--- config.mk ---
export PLATFORM = sky130hd
export DESIGN_NAME = gwa_front_flat
export DESIGN_NICKNAME = d
export VERILOG_FILES = /design/src/gwa_pkg.sv /design/src/gwa_if.sv /design/src/gwa_front.sv /design/src/flat_wrapper.sv
export SDC_FILE = /design/constraint.sdc
export NUM_CORES = 2
export LEC_CHECK = 0
export ABC_AREA = 1
export BUFFER_PORTS_ARGS = -buffer_cell sky130_fd_sc_hd__buf_2
export CAP_MARGIN = 15
export CORE_MARGIN = 1.5
export CORE_UTILIZATION = 66
export CTS_BUF_LIST = sky130_fd_sc_hd__clkbuf_2 sky130_fd_sc_hd__clkbuf_4 sky130_fd_sc_hd__clkbuf_8
export DETAILED_ROUTE_END_ITERATION = 16
export GPL_TIMING_DRIVEN = 0
export HOLD_SLACK_MARGIN = 0.08
export PLACE_DENSITY = 0.81
export SLEW_MARGIN = 25
export SYNTH_ARGS = -nofsm -noshare
export SYNTH_HDL_FRONTEND = slang
export SYNTH_SLANG_ARGS = --single-unit
--- constraint.sdc ---
create_clock -name clock -period 11 [get_ports clock]
set_input_delay 3.3 -clock clock [delete_from_list [all_inputs] [get_ports clock]]
set_output_delay 3.3 -clock clock [all_outputs]
set_load 0.05 [all_outputs]
--- src/gwa_pkg.sv ---
`default_nettype none

package gwa_pkg;

   localparam int MAX_MATERIALS_DEF = 32;
   localparam int QUEUE_DEPTH_DEF   = 4;

   localparam int DATA_W     = 32;
   localparam int SUM_W      = 64;
   localparam int FRAC_W     = 16;
   localparam int PROD_W     = SUM_W - FRAC_W;
   localparam int INDEX_W    = 6;
   localparam int COUNT_W    = 6;
   localparam int MATERIAL_W = 8;

   localparam logic [COUNT_W-1:0] COUNT_RESET = COUNT_W'(1);

   // One cell on its way from the front end to the accumulator; counted marks a qualified one
   typedef struct packed {
      logic signed [PROD_W-1:0] product;
      logic signed [DATA_W-1:0] weight;
      logic [INDEX_W-1:0]       index;
      logic                     counted;
      logic                     final_cell;
   } gwa_item_type;

   typedef struct packed {
      logic         valid;
      gwa_item_type entry;
   } gwa_head_type;

   typedef enum logic [2:0] {
      B_IDLE,
      B_ACC,
      B_EM_START,
      B_EM_LOAD,
      B_EM_DIV
   } gwa_back_state_type;

   typedef enum logic [1:0] {
      D_IDLE,
      D_RUN,
      D_FIN,
      D_DONE
   } gwa_div_state_type;

   function automatic logic signed [SUM_W-1:0] sat_add(input logic signed [SUM_W-1:0] a,
                                                       input logic signed [SUM_W-1:0] b);
      logic signed [SUM_W-1:0] s;
      s = a + b;
      if ((a[SUM_W-1] == b[SUM_W-1]) && (s[SUM_W-1] != a[SUM_W-1])) begin
         s = a[SUM_W-1] ? {1'b1, {(SUM_W-1){1'b0}}} : {1'b0, {(SUM_W-1){1'b1}}};
      end
      return s;
   endfunction

endpackage

`default_nettype wire

--- src/gwa_if.sv ---
`default_nettype none

interface gwa_req_if;
   logic                                 valid;
   logic                                 ready;
   logic signed [gwa_pkg::DATA_W-1:0]    weight;
   logic signed [gwa_pkg::DATA_W-1:0]    sample;
   logic [gwa_pkg::MATERIAL_W-1:0]       material;
   logic                                 selected;
   logic                                 in_subset;
   logic                                 final_cell;

   modport source (output valid, weight, sample, material, selected, in_subset, final_cell,
                   input ready);
   modport sink (input valid, weight, sample, material, selected, in_subset, final_cell,
                 output ready);
endinterface


`default_nettype wire

--- src/gwa_front.sv ---
`default_nettype none

module gwa_front #(
   parameter int MAX_MATERIALS = gwa_pkg::MAX_MATERIALS_DEF
) (
   input  logic                  clock,
   input  logic                  reset,
   gwa_req_if.sink               req,
   output logic                  push_valid,
   output gwa_pkg::gwa_item_type push_item,
   input  logic                  push_ready
);
   import gwa_pkg::*;

   logic         stage_valid_ff, stage_valid_in;
   gwa_item_type stage_ff, stage_in;
   logic         accept;
   logic         counted;
   logic signed [SUM_W-1:0]    full_product;
   logic [MATERIAL_W-1:0]      material_less;

   assign req.ready     = !stage_valid_ff || push_ready;
   assign accept        = req.valid && req.ready;
   assign counted       = req.selected && req.in_subset && (req.material != '0) &&
                          (req.material <= MATERIAL_W'(MAX_MATERIALS));
   assign full_product  = req.weight * req.sample;
   assign material_less = req.material - 1'b1;

   always_comb begin
      stage_in = stage_ff;
      if (accept) begin
         // arithmetic shift of the Q32.32 product: rounds toward minus infinity
         stage_in.product    = full_product[SUM_W-1:FRAC_W];
         stage_in.weight     = req.weight;
         stage_in.index      = material_less[INDEX_W-1:0];
         stage_in.counted    = counted;
         stage_in.final_cell = req.final_cell;
      end
      if (accept) begin
         stage_valid_in = 1'b1;
      end else if (push_ready) begin
         stage_valid_in = 1'b0;
      end else begin
         stage_valid_in = stage_valid_ff;
      end
   end

   always_ff @(posedge clock) begin
      if (reset) begin
         stage_valid_ff <= 1'b0;
      end else begin
         stage_valid_ff <= stage_valid_in;
      end
   end

   always_ff @(posedge clock) begin
      stage_ff <= stage_in;
   end

   assign push_valid = stage_valid_ff;
   assign push_item  = stage_ff;

endmodule

`default_nettype wire

--- src/flat_wrapper.sv ---
// flat-port wrapper written by rule: the top's interface ports become plain ports
module gwa_front_flat import gwa_pkg::*;
#(
   parameter int MAX_MATERIALS = gwa_pkg::MAX_MATERIALS_DEF
)
  (clock, reset, push_valid, push_item, push_ready, req_valid, req_weight, req_sample, req_material, req_selected, req_in_subset, req_final_cell, req_ready);
  gwa_req_if req_i ();
  input  logic clock;
  input  logic reset;
  output logic push_valid;
  output gwa_pkg::gwa_item_type push_item;
  input  logic push_ready;
  input wire logic [$bits(req_i.valid)-1:0] req_valid;
  input wire logic [$bits(req_i.weight)-1:0] req_weight;
  input wire logic [$bits(req_i.sample)-1:0] req_sample;
  input wire logic [$bits(req_i.material)-1:0] req_material;
  input wire logic [$bits(req_i.selected)-1:0] req_selected;
  input wire logic [$bits(req_i.in_subset)-1:0] req_in_subset;
  input wire logic [$bits(req_i.final_cell)-1:0] req_final_cell;
  output wire logic [$bits(req_i.ready)-1:0] req_ready;
  assign req_i.valid = req_valid;
  assign req_i.weight = req_weight;
  assign req_i.sample = req_sample;
  assign req_i.material = req_material;
  assign req_i.selected = req_selected;
  assign req_i.in_subset = req_in_subset;
  assign req_i.final_cell = req_final_cell;
  assign req_ready = req_i.ready;
  gwa_front #(.MAX_MATERIALS(MAX_MATERIALS)) u_core (.clock(clock), .reset(reset), .req(req_i), .push_valid(push_valid), .push_item(push_item), .push_ready(push_ready));
endmodule
==> out/qor.yml <==
run_status: "finished, final reports clean"
worst-setup-path-type: "primary input to register"
clk_pin_slew_ns: 0.12
timing.critical_path.slowest_cell_delay_ns: 0.93
critical-path-top-delay-family: "adder cells"
worst_ep_arrival_time_ns: 11.14
reg2reg_slack_ns: 9.27
synth-seq-area-share_pct: 6.497
post-route-drc-count: 0
post-place-ws_ns: -1.339
drt-initial-drc-count: 3919
grt_util_all_layers_pct: 49.72
regArea_um2: 2663
min_period_over_period_pct: 98.91
first_global_vias: 36030
vias: 34490
reg2reg_to: "u_core.push_item[28]"
critPathSlowestCell: "sky130_fd_sc_hd__clkbuf_1"
drt-vias-per-instance: 5.709
max_slew_violation_total_from_the_final_report: 0
synth.cells.most_frequent: "sky130_fd_sc_hd__inv_1 (1672), sky130_fd_sc_hd__nand2_1 (1403), sky130_fd_sc_hd__fa_1 (1081)"
ys_types: 27
synth.most_common_cell: "sky130_fd_sc_hd__inv_1"
grt_antenna_before_repair: 10
rsz0062_at_grt: "false"
worstSetupEndpoint: "u_core.push_item[70]"
initial_utilization_pct: 66.66
fillers: 5092
postSynthNetCount: 6387
rr_worst_depth: 3
post-dp-hpwl_mm: 123.1
globalplace.congestion: 1.087
floorplan.core_area_um2: 61480
placementRows: 91
die-area_um2: 63600
num_cts_buffers: 9
finClkSkew_ns: 0.02428
post-synth-top-area-fraction_pct: 52.80
design.final.nets: 6583
grt_first_pass_wirelength_mm: 221.1
worstSetupEndpointType: "register"
dominantRegCellSynth: "sky130_fd_sc_hd__edfxtp_1"
syn-mean-instance-area_um2: 8.123
numPortBuffers: 168
hold_path_startpoint: "u_core.push_valid"
worstReg2RegStart: "u_core.push_valid"
critical_path_peak_fanout: 10
multiInputGateArea_um2: 31350
tritoncts: "built"
globalRoute.totalOverflow: 0
post_synth_inst_count: 5045
synth_area_um2: 40980
layout-drive-gt1-share_pct: 4.861
ant_nets: 0
max_cap_violations: 0
post_synth_main_area_contributors: "sky130_fd_sc_hd__fa_1 (53%), sky130_fd_sc_hd__inv_1 (15%), sky130_fd_sc_hd__nand2_1 (13%)"
worst_setup_path_start_kind: "primary input"
wirelength_mm: 150.0
fp.dieW_um: 252.2
syn2layout_area_growth_pct: 5.688
cts.root.buffer_cell: "sky130_fd_sc_hd__clkbuf_8"
crit_top_cell: "sky130_fd_sc_hd__fa_1"
setup_violations: 0
synth.yosys.warnings: 0
min_path_type: "register to register"
wl_per_cell_um: 24.83
max_clock_freq_mhz: 91.91
min_cycle_time_layout_ns: 10.88
timing.max_slew.rel_slack_pct: 15.58
synth-seq-cells: 89
drt_pre_antenna_iters: 9
clk_latency_ns: 0.48
htree_levels: 3
asyncSetResetFlopFracSynth_pct: 0
die_extent_in_y_um: 252.2
ctsLongestPathBuffers: 2
timing.final.ws_setup_ns: 0.1199
synth.largest_area_cell: "sky130_fd_sc_hd__fa_1"
max_slew.worst_pin.slew_ns: 1.266
worstSetupStartpoint: "req_sample[8]"
worst-path-buf-inv: 9
required_ns: 11.26
floorplan.io_pins: 169
cts_sinks: 89
timing.final.hold_violations: 0
number_of_cells_on_the_critical_path: 26
grt_max_degree: 22
synth_enable_flop_cells: 88
[per-layer routing]
| layer | wire length (um) | GRT usage [%] | vias up |
|---|---|---|---|
| li1 | - | - | 14250 |
| met1 | 48460 | 58.66 | 16820 |
| met2 | 62470 | 71.78 | 2621 |
| met3 | 22630 | 19.12 | 791 |
| met4 | 16390 | 42.29 | 6 |
| met5 | 81 | 0 | - |
[metrics by stage]
step / util, % / TNS (ns) / instance area [um2] / hold slack [ns] / cells
2_1_floorplan: - / 0 / 40980 / 1.071 / 5045
3_3_place_gp: 69.63 / -19.61 / 42810 / 0.4726 / 6003
3_5_place_dp: 69.84 / -19.69 / 42940 / 0.5484 / 6007
4_1_cts: 70.19 / 0 / 43150 / 0.5669 / 6024
5_1_grt: 70.43 / 0 / 43300 / 0.5994 / 6036
6_report: 70.45 / 0 / 43310 / 0.5631 / 6041
[flip-flops by register name, indices dropped and copies added, names as in the netlist]
register / count
u_core.push_valid: 1
u_core.push_item: 88
[worst min path at each step]
stage / to / slack (ns) / cells past startpoint
2_1_floorplan: u_core.push_valid / 1.07 / 2
3_3_place_gp: u_core.push_valid / 0.47 / 2
3_5_place_dp: u_core.push_valid / 0.55 / 2
4_1_cts: u_core.push_valid / 0.57 / 2
5_1_grt: u_core.push_valid / 0.60 / 2
6_report: u_core.push_valid / 0.56 / 2
[logic make-up (layout without fill, tap and decap cells)]
| group | Yosys count | in the layout | synth area share [%] |
|---|---|---|---|
| buf+inv | 1864 | 2065 | 17.07 |
| simple gates | 1651 | 1651 | 15.53 |
| fa+ha+maj | 1263 | 1263 | 58.36 |
| compound gates | 150 | 150 | 1.939 |
| flops | 89 | 89 | 6.497 |
| xor+xnor | 28 | 28 | 0.5984 |
| other cells | 0 | 5 | 0 |
[worst min-delay path: cells and delay by family (launching register included)]
family | cells | cell delay (ns)
AOI/OAI and AO/OA | 1 | 0.06
and+or+nand+nor | 1 | 0.10
DFF | 1 | 0.37
[cells in the final DEF (no fill, tap or decap), types with 2 or more instances in the layout]
cell type	instances
sky130_fd_sc_hd__inv_1	1670
sky130_fd_sc_hd__nand2_1	1403
sky130_fd_sc_hd__fa_1	1077
sky130_fd_sc_hd__ha_1	182
sky130_fd_sc_hd__buf_2	168
sky130_fd_sc_hd__clkbuf_1	157
sky130_fd_sc_hd__nor2_1	155
sky130_fd_sc_hd__edfxtp_1	88
sky130_fd_sc_hd__a21oi_1	86
sky130_fd_sc_hd__nand3_1	53
sky130_fd_sc_hd__o21ai_0	46
sky130_fd_sc_hd__clkbuf_2	28
sky130_fd_sc_hd__xor2_1	23
sky130_fd_sc_hd__buf_4	14
sky130_fd_sc_hd__nand4_1	10
sky130_fd_sc_hd__or2_2	9
sky130_fd_sc_hd__o21bai_1	9
sky130_fd_sc_hd__nor3_1	9
sky130_fd_sc_hd__clkbuf_8	9
sky130_fd_sc_hd__diode_2	5
sky130_fd_sc_hd__xnor2_1	5
sky130_fd_sc_hd__o21a_1	4
sky130_fd_sc_hd__fa_2	4
sky130_fd_sc_hd__buf_16	4
sky130_fd_sc_hd__nand2_2	3
sky130_fd_sc_hd__a21o_1	3
sky130_fd_sc_hd__nand3b_1	3
sky130_fd_sc_hd__nor4_1	3
sky130_fd_sc_hd__inv_8	3
sky130_fd_sc_hd__buf_6	3
sky130_fd_sc_hd__buf_1	2
sky130_fd_sc_hd__clkinvlp_4	2
sky130_fd_sc_hd__inv_6	2
[final cells by class]
| class | count | area share, % |
|---|---|---|
| Multi-Input combinational cell | 3092 | 72.37 |
| Clock inverter | 7 | 0.1560 |
| Clock buffer | 9 | 0.2860 |
| Sequential cell | 89 | 6.147 |
| Inverter | 1672 | 14.50 |
| Tap cell | 790 | 2.282 |
| Antenna cell | 5 | 0.02889 |
| Buffer | 188 | 1.719 |
| Timing Repair Buffer | 189 | 2.516 |
[timing repair]
item | 4_1_cts | 5_1_grt
gates resized for setup | 5 | 12
setup endpoints to repair | 16 | 18
hold buffers | 0 | 0
buffers inserted | 2 | 12
pin swaps | 1 | 1
Power is left out: the tool's default activity adds up to more than one toggle a clock period on the data nets, which glitch-free logic cannot reach.
