==> src/gwa_pkg.sv <==
`default_nettype none

package gwa_pkg;

   localparam int MAX_MATERIALS_DEF = 32;
   localparam int QUEUE_DEPTH_DEF   = 4;

   localparam int DATA_W     = 32;
   localparam int SUM_W      = 64;
   localparam int FRAC_W     = 16;
   localparam int PROD_W     = SUM_W - FRAC_W;
   localparam int INDEX_W    = 6;
   localparam int COUNT_W    = 6;
   localparam int MATERIAL_W = 8;

   localparam logic [COUNT_W-1:0] COUNT_RESET = COUNT_W'(1);

   // One cell on its way from the front end to the accumulator; counted marks a qualified one
   typedef struct packed {
      logic signed [PROD_W-1:0] product;
      logic signed [DATA_W-1:0] weight;
      logic [INDEX_W-1:0]       index;
      logic                     counted;
      logic                     final_cell;
   } gwa_item_type;

   typedef struct packed {
      logic         valid;
      gwa_item_type entry;
   } gwa_head_type;

   typedef enum logic [2:0] {
      B_IDLE,
      B_ACC,
      B_EM_START,
      B_EM_LOAD,
      B_EM_DIV
   } gwa_back_state_type;

   typedef enum logic [1:0] {
      D_IDLE,
      D_RUN,
      D_FIN,
      D_DONE
   } gwa_div_state_type;

   function automatic logic signed [SUM_W-1:0] sat_add(input logic signed [SUM_W-1:0] a,
                                                       input logic signed [SUM_W-1:0] b);
      logic signed [SUM_W-1:0] s;
      s = a + b;
      if ((a[SUM_W-1] == b[SUM_W-1]) && (s[SUM_W-1] != a[SUM_W-1])) begin
         s = a[SUM_W-1] ? {1'b1, {(SUM_W-1){1'b0}}} : {1'b0, {(SUM_W-1){1'b1}}};
      end
      return s;
   endfunction

endpackage

`default_nettype wire

==> src/gwa_queue.sv <==
`default_nettype none

module gwa_queue #(
   parameter int DEPTH = gwa_pkg::QUEUE_DEPTH_DEF
) (
   input  logic                  clock,
   input  logic                  reset,
   input  logic                  push_valid,
   input  gwa_pkg::gwa_item_type push_item,
   output logic                  push_ready,
   input  logic                  pop,
   output gwa_pkg::gwa_head_type head
);
   import gwa_pkg::*;

   localparam int PTR_W = (DEPTH > 1) ? $clog2(DEPTH) : 1;
   localparam int CNT_W = $clog2(DEPTH + 1);

   gwa_item_type     slot_ff [DEPTH];
   logic [PTR_W-1:0] wr_ptr_ff, wr_ptr_in;
   logic [PTR_W-1:0] rd_ptr_ff, rd_ptr_in;
   logic [CNT_W-1:0] count_ff, count_in;
   logic             do_push, do_pop;

   assign push_ready = (count_ff != CNT_W'(DEPTH));
   assign do_push    = push_valid && push_ready;
   assign do_pop     = pop && (count_ff != '0);

   always_comb begin
      wr_ptr_in = wr_ptr_ff;
      rd_ptr_in = rd_ptr_ff;
      count_in  = count_ff;
      if (do_push) begin
         wr_ptr_in = (wr_ptr_ff == PTR_W'(DEPTH - 1)) ? '0 : wr_ptr_ff + 1'b1;
      end
      if (do_pop) begin
         rd_ptr_in = (rd_ptr_ff == PTR_W'(DEPTH - 1)) ? '0 : rd_ptr_ff + 1'b1;
      end
      if (do_push && !do_pop) begin
         count_in = count_ff + 1'b1;
      end else if (do_pop && !do_push) begin
         count_in = count_ff - 1'b1;
      end
   end

   always_ff @(posedge clock) begin
      if (reset) begin
         wr_ptr_ff <= '0;
         rd_ptr_ff <= '0;
         count_ff  <= '0;
      end else begin
         wr_ptr_ff <= wr_ptr_in;
         rd_ptr_ff <= rd_ptr_in;
         count_ff  <= count_in;
      end
   end

   always_ff @(posedge clock) begin
      if (do_push) begin
         slot_ff[wr_ptr_ff] <= push_item;
      end
   end

   assign head.valid = (count_ff != '0);
   assign head.entry = slot_ff[rd_ptr_ff];

   a_empty_ptrs: assert property (@(posedge clock) disable iff (reset)
      !head.valid |-> (wr_ptr_ff == rd_ptr_ff))
      else $error("queue empty but pointers disagree");

endmodule

`default_nettype wire

==> config.mk <==
export PLATFORM = sky130hd
export DESIGN_NAME = gwa_queue
export DESIGN_NICKNAME = d
export VERILOG_FILES = /design/src/gwa_pkg.sv /design/src/gwa_queue.sv
export SDC_FILE = /design/constraint.sdc
export NUM_CORES = 1
export LEC_CHECK = 0
export BUFFER_PORTS_ARGS = -buffer_cell sky130_fd_sc_hd__buf_2
export CAP_MARGIN = 10
export CORE_MARGIN = 2
export CORE_UTILIZATION = 31
export CTS_CLUSTER_SIZE = 28
export DETAILED_ROUTE_END_ITERATION = 7
export GPL_TIMING_DRIVEN = 1
export HOLD_SLACK_MARGIN = 0.06
export REMOVE_ABC_BUFFERS = 1
export SLEW_MARGIN = 40
export SYNTH_ARGS = -nofsm -noshare
export SYNTH_HDL_FRONTEND = slang
export SYNTH_SLANG_ARGS = --single-unit
==> constraint.sdc <==
create_clock -name clock -period 5.2 [get_ports clock]
set_clock_uncertainty 0.1 [all_clocks]
set_input_delay 0.52 -clock clock [delete_from_list [all_inputs] [get_ports clock]]
set_output_delay 0.52 -clock clock [all_outputs]
set_load 0.02 [all_outputs]
==> impl_summary.log, run 1 <==
[metrics] last weighted congestion value of the routability-driven placer: 0.684
[metrics] depth of the worst register-to-register path: 7
[metrics] xor and xnor fraction of the mapped netlist area: 0.133%
[metrics] Crit path largest cell delay: 850 ps
[metrics] synthesized netlist cell count: a little over 500
[metrics] share of cells above drive strength 1: ~42%
[metrics] final-stage net count: 889
[metrics] CTS buffer count: 40
[metrics] Maximum Capacitance Violations: 0
[metrics] worst flop-to-flop path endpoint: count_ff[2]
[metrics] height of the die: 210 µm
[metrics] Post-Place Setup Slack: roughly 2600 ps
[metrics] Row Count: 75
[metrics] fmax: 0.318 GHz
[metrics] area grow syn2layout: 26.8%
[metrics] Final WS setup: 2050 ps
[metrics] Setup TNS Final: 0 ps
[metrics] Hold/Removal Path Class: in2reg
[metrics] Max Slew Vio Count: 0
[metrics] maximum number of pins on one net before global-route repair: 89
[metrics] Fin. Hold Viols: 0
[metrics] die area: 0.0441 mm²
[metrics] overflow left after global routing: 0
[metrics] total of cells resized after clock tree synthesis: 0
[metrics] number of antenna violations at the first check in global routing: 3
[metrics] number of design rule violations left after detail routing: 0
[metrics] worst slew margin relative to its limit: 48.0%
[metrics] CP Class: reg2out
[metrics] Die W: roughly 210 µm
[metrics] number of storage elements in the synthesis netlist: 361
[metrics] total number of vias: 6174
[metrics] setup repair after global routing missed its margin: false
[metrics] initial drt markers: 426
[metrics] basic-gate share of the synthesized area counting and, or, nand and nor cells: 0.809%
[metrics] largest family of logic cells by synthesized area: multiplexers
[metrics] share of the yosys chip area belonging to registers: roughly four fifths
[metrics] initial standard-cell utilization of the core: 31.4%
[metrics] number of enable flip-flop cells after synthesis: 352
[metrics] CTS clock-pin slew for the worst setup and hold paths: 60 ps
[metrics] crit path capture type: output pin
[metrics] Routed wire per std cell: 19.5 µm
[metrics] number of H-tree levels: 2
[metrics] proportion of netlist area held by the largest area contributor: 80.4%
[metrics] type of element launching the critical path: flop
[metrics] chain of cells forming the critical path: buf_4 -> mux4_2 -> buf_2
[metrics] CP max-delay cell: sky130_fd_sc_hd__dfxtp_4
[metrics] fraction of registers with async set or reset after synthesis: 0%
[metrics] number of buffers on the longest clock path: 3
[metrics] clock latency at the later pin of the worst-skew pair: 550 ps
[metrics] startpoint of the tightest hold check path: push_item[23]
[metrics] share of the cycle needed by the critical path after routing: 60.6%
[metrics] adder-cell share of the synthesized area: 0.723%
[metrics] post-synth top area cell: sky130_fd_sc_hd__edfxtp_1
[metrics] outcome: finished clean
[metrics] most used flip-flop cell after synthesis: sky130_fd_sc_hd__edfxtp_1
[metrics] clock period minus worst slack: 3150 ps
[metrics] top library cells by usage in the layout, fill and taps aside: sky130_fd_sc_hd__edfxtp_1 (352), sky130_fd_sc_hd__buf_2 (181), sky130_fd_sc_hd__mux4_2 (88)
[metrics] root buffer selected by CTS: sky130_fd_sc_hd__clkbuf_16
[metrics] slew at the pin closest to its max-slew limit: 780 ps
[metrics] Critical Path RT: 4580 ps
[metrics] ANT nets after route: 0
[metrics] Register-to-Register Setup Slack: 2740 ps
[metrics] number of failing setup endpoints in the final timing report: 0
[metrics] total number of clock tree sinks: 361
[metrics] post-synthesis compound-gate area fraction: 0.266%
[metrics] endpoint with the worst hold slack: slot_ff[2][23]
[metrics] Leakage: ~5.6 nW
[metrics] average via count per standard cell: 4.55
[metrics] peak ir drop on the vdd network: 0.351 mV
[metrics] total half-perimeter wirelength after legalization and detailed placement: around 15000 µm
[metrics] leading post-synthesis cells by cell area: sky130_fd_sc_hd__edfxtp_1 (80%), sky130_fd_sc_hd__mux4_2 (15%), sky130_fd_sc_hd__dfxtp_1 (1.4%)
[metrics] count of TritonRoute iterations in the first routing pass: 6
[metrics] YS warnings: 0
[metrics] worst reg2reg path startpoint: count_ff[0]
[metrics] Worst EP arrival: 2530 ps
[metrics] post-synthesis average cell area: between 20 and 30 µm²
[metrics] count of antenna diodes in the layout: 0
[metrics] Cell Area, Synth: 0.0132 mm²
[metrics] number of top-level design ports: 182
[metrics] Worst Path Max Fanout: 47
[metrics] Pwr Density: 480 mW/mm²
[metrics] buffers inserted during post-CTS setup optimization: 0
[metrics] number of distinct standard cells referenced by the synthesized netlist: 26
[metrics] total wirelength of the detailed-routed design: between 20000 and 30000 µm
[metrics] Hold Path Cell Cnt: 1
[metrics] vias in the first global route: 6802
[metrics] buffers added on ports: 181
[metrics] Core Region: 0.0419 mm²
[metrics] TritonCTS clock tree: yes
[metrics] Total Routing Usage GR: 12.0%
[metrics] proportion of synthesized area in mux cells: 15.3%
[metrics] final-layout worst hold slack: 100 ps
[metrics] global-route wire length before repair: 39400 µm
[metrics] most common library cell in the layout ignoring fill and taps: sky130_fd_sc_hd__edfxtp_1
## through the flow
step	util (%)	power, W	instances	instance area, µm²
CTS	39.7	0.00815	1355	16700
global placement	35.1	0.00537	1217	14700
detailed placement	35.1	0.00540	1217	14700
floorplan	-	0.00483	486	13000
global route	39.8	0.00837	1356	16700
finish	39.8	0.00801	1356	16700
## worst max path at each step
stage	endpoint	slack (ps)	cells after the start
after floorplan	head[0]	170	1
after global placement	head[4]	2590	3
after detailed placement	head[9]	2570	3
after CTS	head[9]	1950	3
after global routing	head[67]	1920	3
final	head[9]	2050	3
## worst max-delay path, delay by kind of cell, from the launching register on
family	cells	cell delay, ps
buffers and inverters	2	700
DFF	1	850
muxes	1	390
## final cells by class
cell class              count  area, µm²
fillers                  3699      25300
flip-flops and latches    361      10800
multi-input cells         122       2280
repair buffers            262       1720
clock buffers              50       1080
well taps                 539        674
clock inverters            19        158
inverters                   3       11.3
## kinds of logic (layout without fill, tap and decap cells)
group / after synthesis / after routing
XOR/XNOR: 2 / 2
AND/OR/NAND/NOR: 17 / 17
buffers and inverters: 25 / 334
AO/OA/AOI/OAI: 5 / 5
flip-flops: 361 / 361
adder cells (fa/ha/maj): 7 / 7
multiplexers: 91 / 91
## state kept, by name, indices dropped and copies added (netlist names), named ones only
name       flops
slot_ff      352
wr_ptr_ff      2
count_ff       3
rd_ptr_ff      2
## synthesized netlist by cell type (all sizes together), types with 2 or more instances
cell type  count
edfxtp       352
mux4          88
buf           14
dfxtp          9
clkbuf         8
ha             6
and3           4
inv            3
mux2i          3
nor2           3
or3            3
a21oi          2
nand2b         2
o31ai          2
xor2           2
## where the power goes
group / internal, W / switching (W) / total [W] / leakage, nW
sequential: 0.00353 / 0.0000971 / 0.00362 / 3.30
clock: 0.00157 / 0.00110 / 0.00267 / 0.604
combinational: 0.000720 / 0.000996 / 0.00172 / 1.68
total: 0.00582 / 0.00219 / 0.00801 / 5.59
## repair_timing
| action | in CTS | in global routing |
|---|---|---|
| hold buffers | 69 | 0 |
| hold endpoints to repair | 256 | 0 |
| setup endpoints to repair | 0 | 0 |
## routing by layer
metal  part of all wire (%)  GRT usage, %  wire length (µm)  vias to the layer above
met5                  0.061             0                16                        -
li1                       -             -                 -                     2758
met3                    5.8          3.20              1520                       44
met1                     43          15.1             11500                     3204
met4                    2.2          4.50               582                        2
met2                     49          19.9             12800                      166
Power figures use the tool's default switching activity.
==> run 2: changes to the inputs <==
Settings changed: ABC_AREA set to 1.
Clock period 5.2 ns to 2.9 ns, I/O delays scaled along.
==> impl_summary.log, run 2 <==
[metrics] CP max-delay cell: sky130_fd_sc_hd__dfxtp_4
[metrics] total number of clock tree sinks: 361 (unchanged)
[metrics] final-stage net count: 1287 (+45%)
[metrics] global routing usage on met3: 3.59% (+0.39 points)
[metrics] Routed wire per std cell: 17.3 µm (-11%)
[metrics] number of buffers on the longest clock path: 3 (unchanged)
[metrics] proportion of power drawn by flip-flops and latches: 41.2% (-4.1 points)
[metrics] sum of buffers and inverters on the critical path: 3 (+1)
[metrics] outcome: finished clean
[metrics] TritonCTS clock tree: yes
[metrics] largest registers in the final layout: slot_ff x352, count_ff x3
[metrics] number of design rule violations left after detail routing: 0 (unchanged)
[metrics] number of enable flip-flop cells after synthesis: 352 (unchanged)
[metrics] last weighted congestion value of the routability-driven placer: 0.725 (+6.1%)
[metrics] Row Count: 76 (+1.3%)
[metrics] combinational share of power: 29.4% (+8.0 points)
[metrics] count of TritonRoute iterations in the first routing pass: 4 (-2)
[metrics] most common library cell in the layout ignoring fill and taps: sky130_fd_sc_hd__edfxtp_1
[metrics] CTS buffer count: 39 (-2.5%)
[metrics] root buffer selected by CTS: sky130_fd_sc_hd__clkbuf_16
[metrics] Max Slew Vio Count: 0 (unchanged)
[metrics] share of the yosys chip area belonging to registers: 79.6% (-2.1 points)
[metrics] vias in the first global route: 8223 (+21%)
[metrics] Crit path largest cell delay: 500 ps (-350 ps)
[metrics] Worst Path Max Fanout: 88 (+87%)
[metrics] CTS clock-pin slew for the worst setup and hold paths: 60 ps (about the same)
[metrics] Synth top cells by count: sky130_fd_sc_hd__edfxtp_1 (352), sky130_fd_sc_hd__nor2_1 (193), sky130_fd_sc_hd__o21ai_0 (122), sky130_fd_sc_hd__o22ai_1 (88), sky130_fd_sc_hd__o21ai_1 (55)
[metrics] number of storage elements in the synthesis netlist: 361 (unchanged)
[metrics] met2 usage in global routing: 21.0% (+1.2 points)
[metrics] Die W: 213 µm (+1.3%)
[metrics] Maximum Capacitance Violations: 0 (unchanged)
[metrics] Cell Area, Synth: 0.0135 mm² (+2.7%)
[metrics] Worst EP arrival: 2300 ps (-230 ps)
[metrics] internal cell power: 0.0106 W (+82%)
[metrics] number of failing setup endpoints in the final timing report: 0 (unchanged)
[metrics] net switching share of the total power: 33.9% (+6.5 points)
[metrics] Clk network pwr share: 29.4% (-3.9 points)
[metrics] overflow left after global routing: 0 (unchanged)
[metrics] crit path capture type: output pin
[metrics] post-synthesis average cell area: 14.7 µm² (-43%)
[metrics] number of H-tree levels: 2 (unchanged)
[metrics] type of element launching the critical path: flop
[metrics] Total Routing Usage GR: 13.8% (+1.8 points)
[metrics] die area: 0.0453 mm² (+2.6%)
[metrics] Global Route met1 Usage: 18.8% (+3.7 points)
[metrics] max reg flops: 352 (unchanged)
[metrics] Hold/Removal Path Class: in2reg
[metrics] Top delay family on crit path: buffers and inverters
[metrics] fraction of registers with async set or reset after synthesis: 0% (unchanged)
[metrics] most used flip-flop cell after synthesis: sky130_fd_sc_hd__edfxtp_1
[metrics] clock period minus worst slack: 2690 ps
[metrics] average via count per standard cell: 4.69 (+3.1%)
[metrics] total number of vias: 8456 (+37%)
[metrics] share of cells above drive strength 1: 20.6% (-22 points)
[metrics] height of the die: 213 µm (+1.3%)
[metrics] area grow syn2layout: 27.1%
[metrics] proportion of netlist area held by the largest area contributor: 78.3% (-2.1 points)
[metrics] YS warnings: 0 (unchanged)
[metrics] Pwr Density: 934 mW/mm² (+95%)
[metrics] Final WS setup: 209 ps (-1840 ps)
[metrics] slew at the pin closest to its max-slew limit: 604 ps (-177 ps)
[metrics] clock latency at the later pin of the worst-skew pair: 540 ps (about the same)
[metrics] number of antenna violations at the first check in global routing: 1 (-2)
[metrics] top library cells by usage in the layout, fill and taps aside: sky130_fd_sc_hd__edfxtp_1 (352), sky130_fd_sc_hd__nor2_1 (189), sky130_fd_sc_hd__buf_2 (181)
[metrics] synthesized netlist cell count: 919 (+81%)
[metrics] setup repair after global routing missed its margin: false
[metrics] global-route wire length before repair: 47300 µm (+20%)
[metrics] post-placement cell count: 1641 (+35%)
[metrics] number of top-level design ports: 182 (unchanged)
[metrics] dominant cell by count in the synthesized netlist: sky130_fd_sc_hd__edfxtp_1
[metrics] initial standard-cell utilization of the core: 31.4% (about the same)
[metrics] Fin. Hold Viols: 0 (unchanged)
[metrics] number of standard cells in the layout, taps in and fillers out: 1802 (+33%)
[metrics] CP Class: reg2out
[metrics] Leakage: 5.97 nW (+6.8%)
[metrics] number of distinct standard cells referenced by the synthesized netlist: 22 (-15%)
[metrics] share of the cycle needed by the critical path after routing: roughly 93%
[metrics] Post-Place Setup Slack: 703 ps (-1870 ps)
[metrics] initial drt markers: 588 (+38%)
[metrics] peak ir drop on the vdd network: 0.582 mV (+66%)
[metrics] Core Region: 0.0431 mm² (+2.7%)
[metrics] worst slew margin relative to its limit: 59.8% (+12 points)
[metrics] fmax: about 0.37 GHz
[metrics] ANT nets after route: 0 (unchanged)
[metrics] total wirelength of the detailed-routed design: 31200 µm (+18%)
[metrics] buffers added on ports: 181 (unchanged)
[metrics] maximum number of pins on one net before global-route repair: 95 (+6.7%)
[metrics] busiest grt layer: met2
[metrics] switching power summed over all nets: 0.00543 W (+150%)
[metrics] total half-perimeter wirelength after legalization and detailed placement: 16500 µm (+10%)
[metrics] post-synth top area cell: sky130_fd_sc_hd__edfxtp_1
[metrics] Critical Path RT: 2510 ps (-2070 ps)
[metrics] leading post-synthesis cells by cell area: sky130_fd_sc_hd__edfxtp_1 (78%), sky130_fd_sc_hd__nor2_1 (5.4%), sky130_fd_sc_hd__o21ai_0 (4.5%)
[metrics] chain of cells forming the critical path: inv_2 -> buf_12 -> o21ai_0 -> o22ai_1 -> buf_2
[metrics] Biggest register: slot_ff
==> run 2: cell count changes after synthesis, moves of 13 or more <==
cell / delta
sky130_fd_sc_hd__clkbuf_1: +16
sky130_fd_sc_hd__o22ai_1: +88
sky130_fd_sc_hd__nand2_1: +13
sky130_fd_sc_hd__o21ai_0: +121
sky130_fd_sc_hd__nor2_1: +190
sky130_fd_sc_hd__mux4_2: -88
sky130_fd_sc_hd__o21ai_1: +55
==> run 2: final cells by class <==
class	instances	area, µm²
repair buffers	284	2020
clock inverters	11	109
well taps	585	732
fillers	3996	25900
diodes	1	2.50
inverters	16	65.1
flip-flops and latches	361	10800
multi-input cells	486	2380
clock buffers	58	1100
==> run 2: through the flow <==
step / utilization (%) / hold slack (ps) / TNS, ps / cell area [µm²] / power [W]
after floorplan: - / 262 / -992410 / 13200 / 0.00952
after global placement: 34.9 / 370 / 0 / 15000 / 0.0114
after detailed placement: 34.9 / 376 / 0 / 15000 / 0.0114
after CTS: 39.9 / 330 / 0 / 17200 / 0.0163
after global routing: 39.9 / 352 / 0 / 17200 / 0.0169
final: 39.9 / 376 / 0 / 17200 / 0.0160
==> run 2: cells by family (layout without fill, tap and decap cells) <==
family	after synthesis	in the layout	share of synthesized area, %
xor+xnor	1	1	0.0649
buf+inv	72	369	2.99
fa+ha+maj	7	7	0.704
other cells	0	1	0
simple gates	211	211	5.95
flops	361	361	79.6
compound gates	267	267	10.7
==> run 2: path summary, 6_finish.rpt <==
path,start,to,slack (ps),depth (start not counted)
min,reset,count_ff[0],380,3
max,flop,head[1],210,5
max reg2reg,count_ff[0],count_ff[1],680,9
min reg2reg,count_ff[1],count_ff[1],420,2
==> run 2: metal layers <==
| metal | vias up | routed length, µm |
|---|---|---|
| li1 | 4000 | - |
| met1 | 4182 | 14300 |
| met2 | 225 | 14100 |
| met3 | 47 | 2070 |
| met4 | 2 | 768 |
| met5 | - | 9 |
==> run 2: power by group through the flow <==
| stage | clock network, W | logic [W] | registers [W] |
|---|---|---|---|
| floorplan | 0 | 0.00269 | 0.00684 |
| global placement | 0 | 0.00466 | 0.00671 |
| detailed placement | 0 | 0.00468 | 0.00672 |
| CTS | 0.00488 | 0.00479 | 0.00662 |
| global route | 0.00509 | 0.00518 | 0.00666 |
| finish | 0.00472 | 0.00471 | 0.00660 |
==> run 2: worst min-delay path: cells and delay by family <==
kind | cells | cell delay (ps)
buffers and inverters | 2 | 630
AND/OR/NAND/NOR | 1 | 40
==> run 2: timing repair <==
item	in CTS	in global routing
buffers inserted	0	0
gates resized for setup	0	1
endpoints found under the setup margin	0	1
endpoints found under the hold margin	360	0
hold buffers	91	0
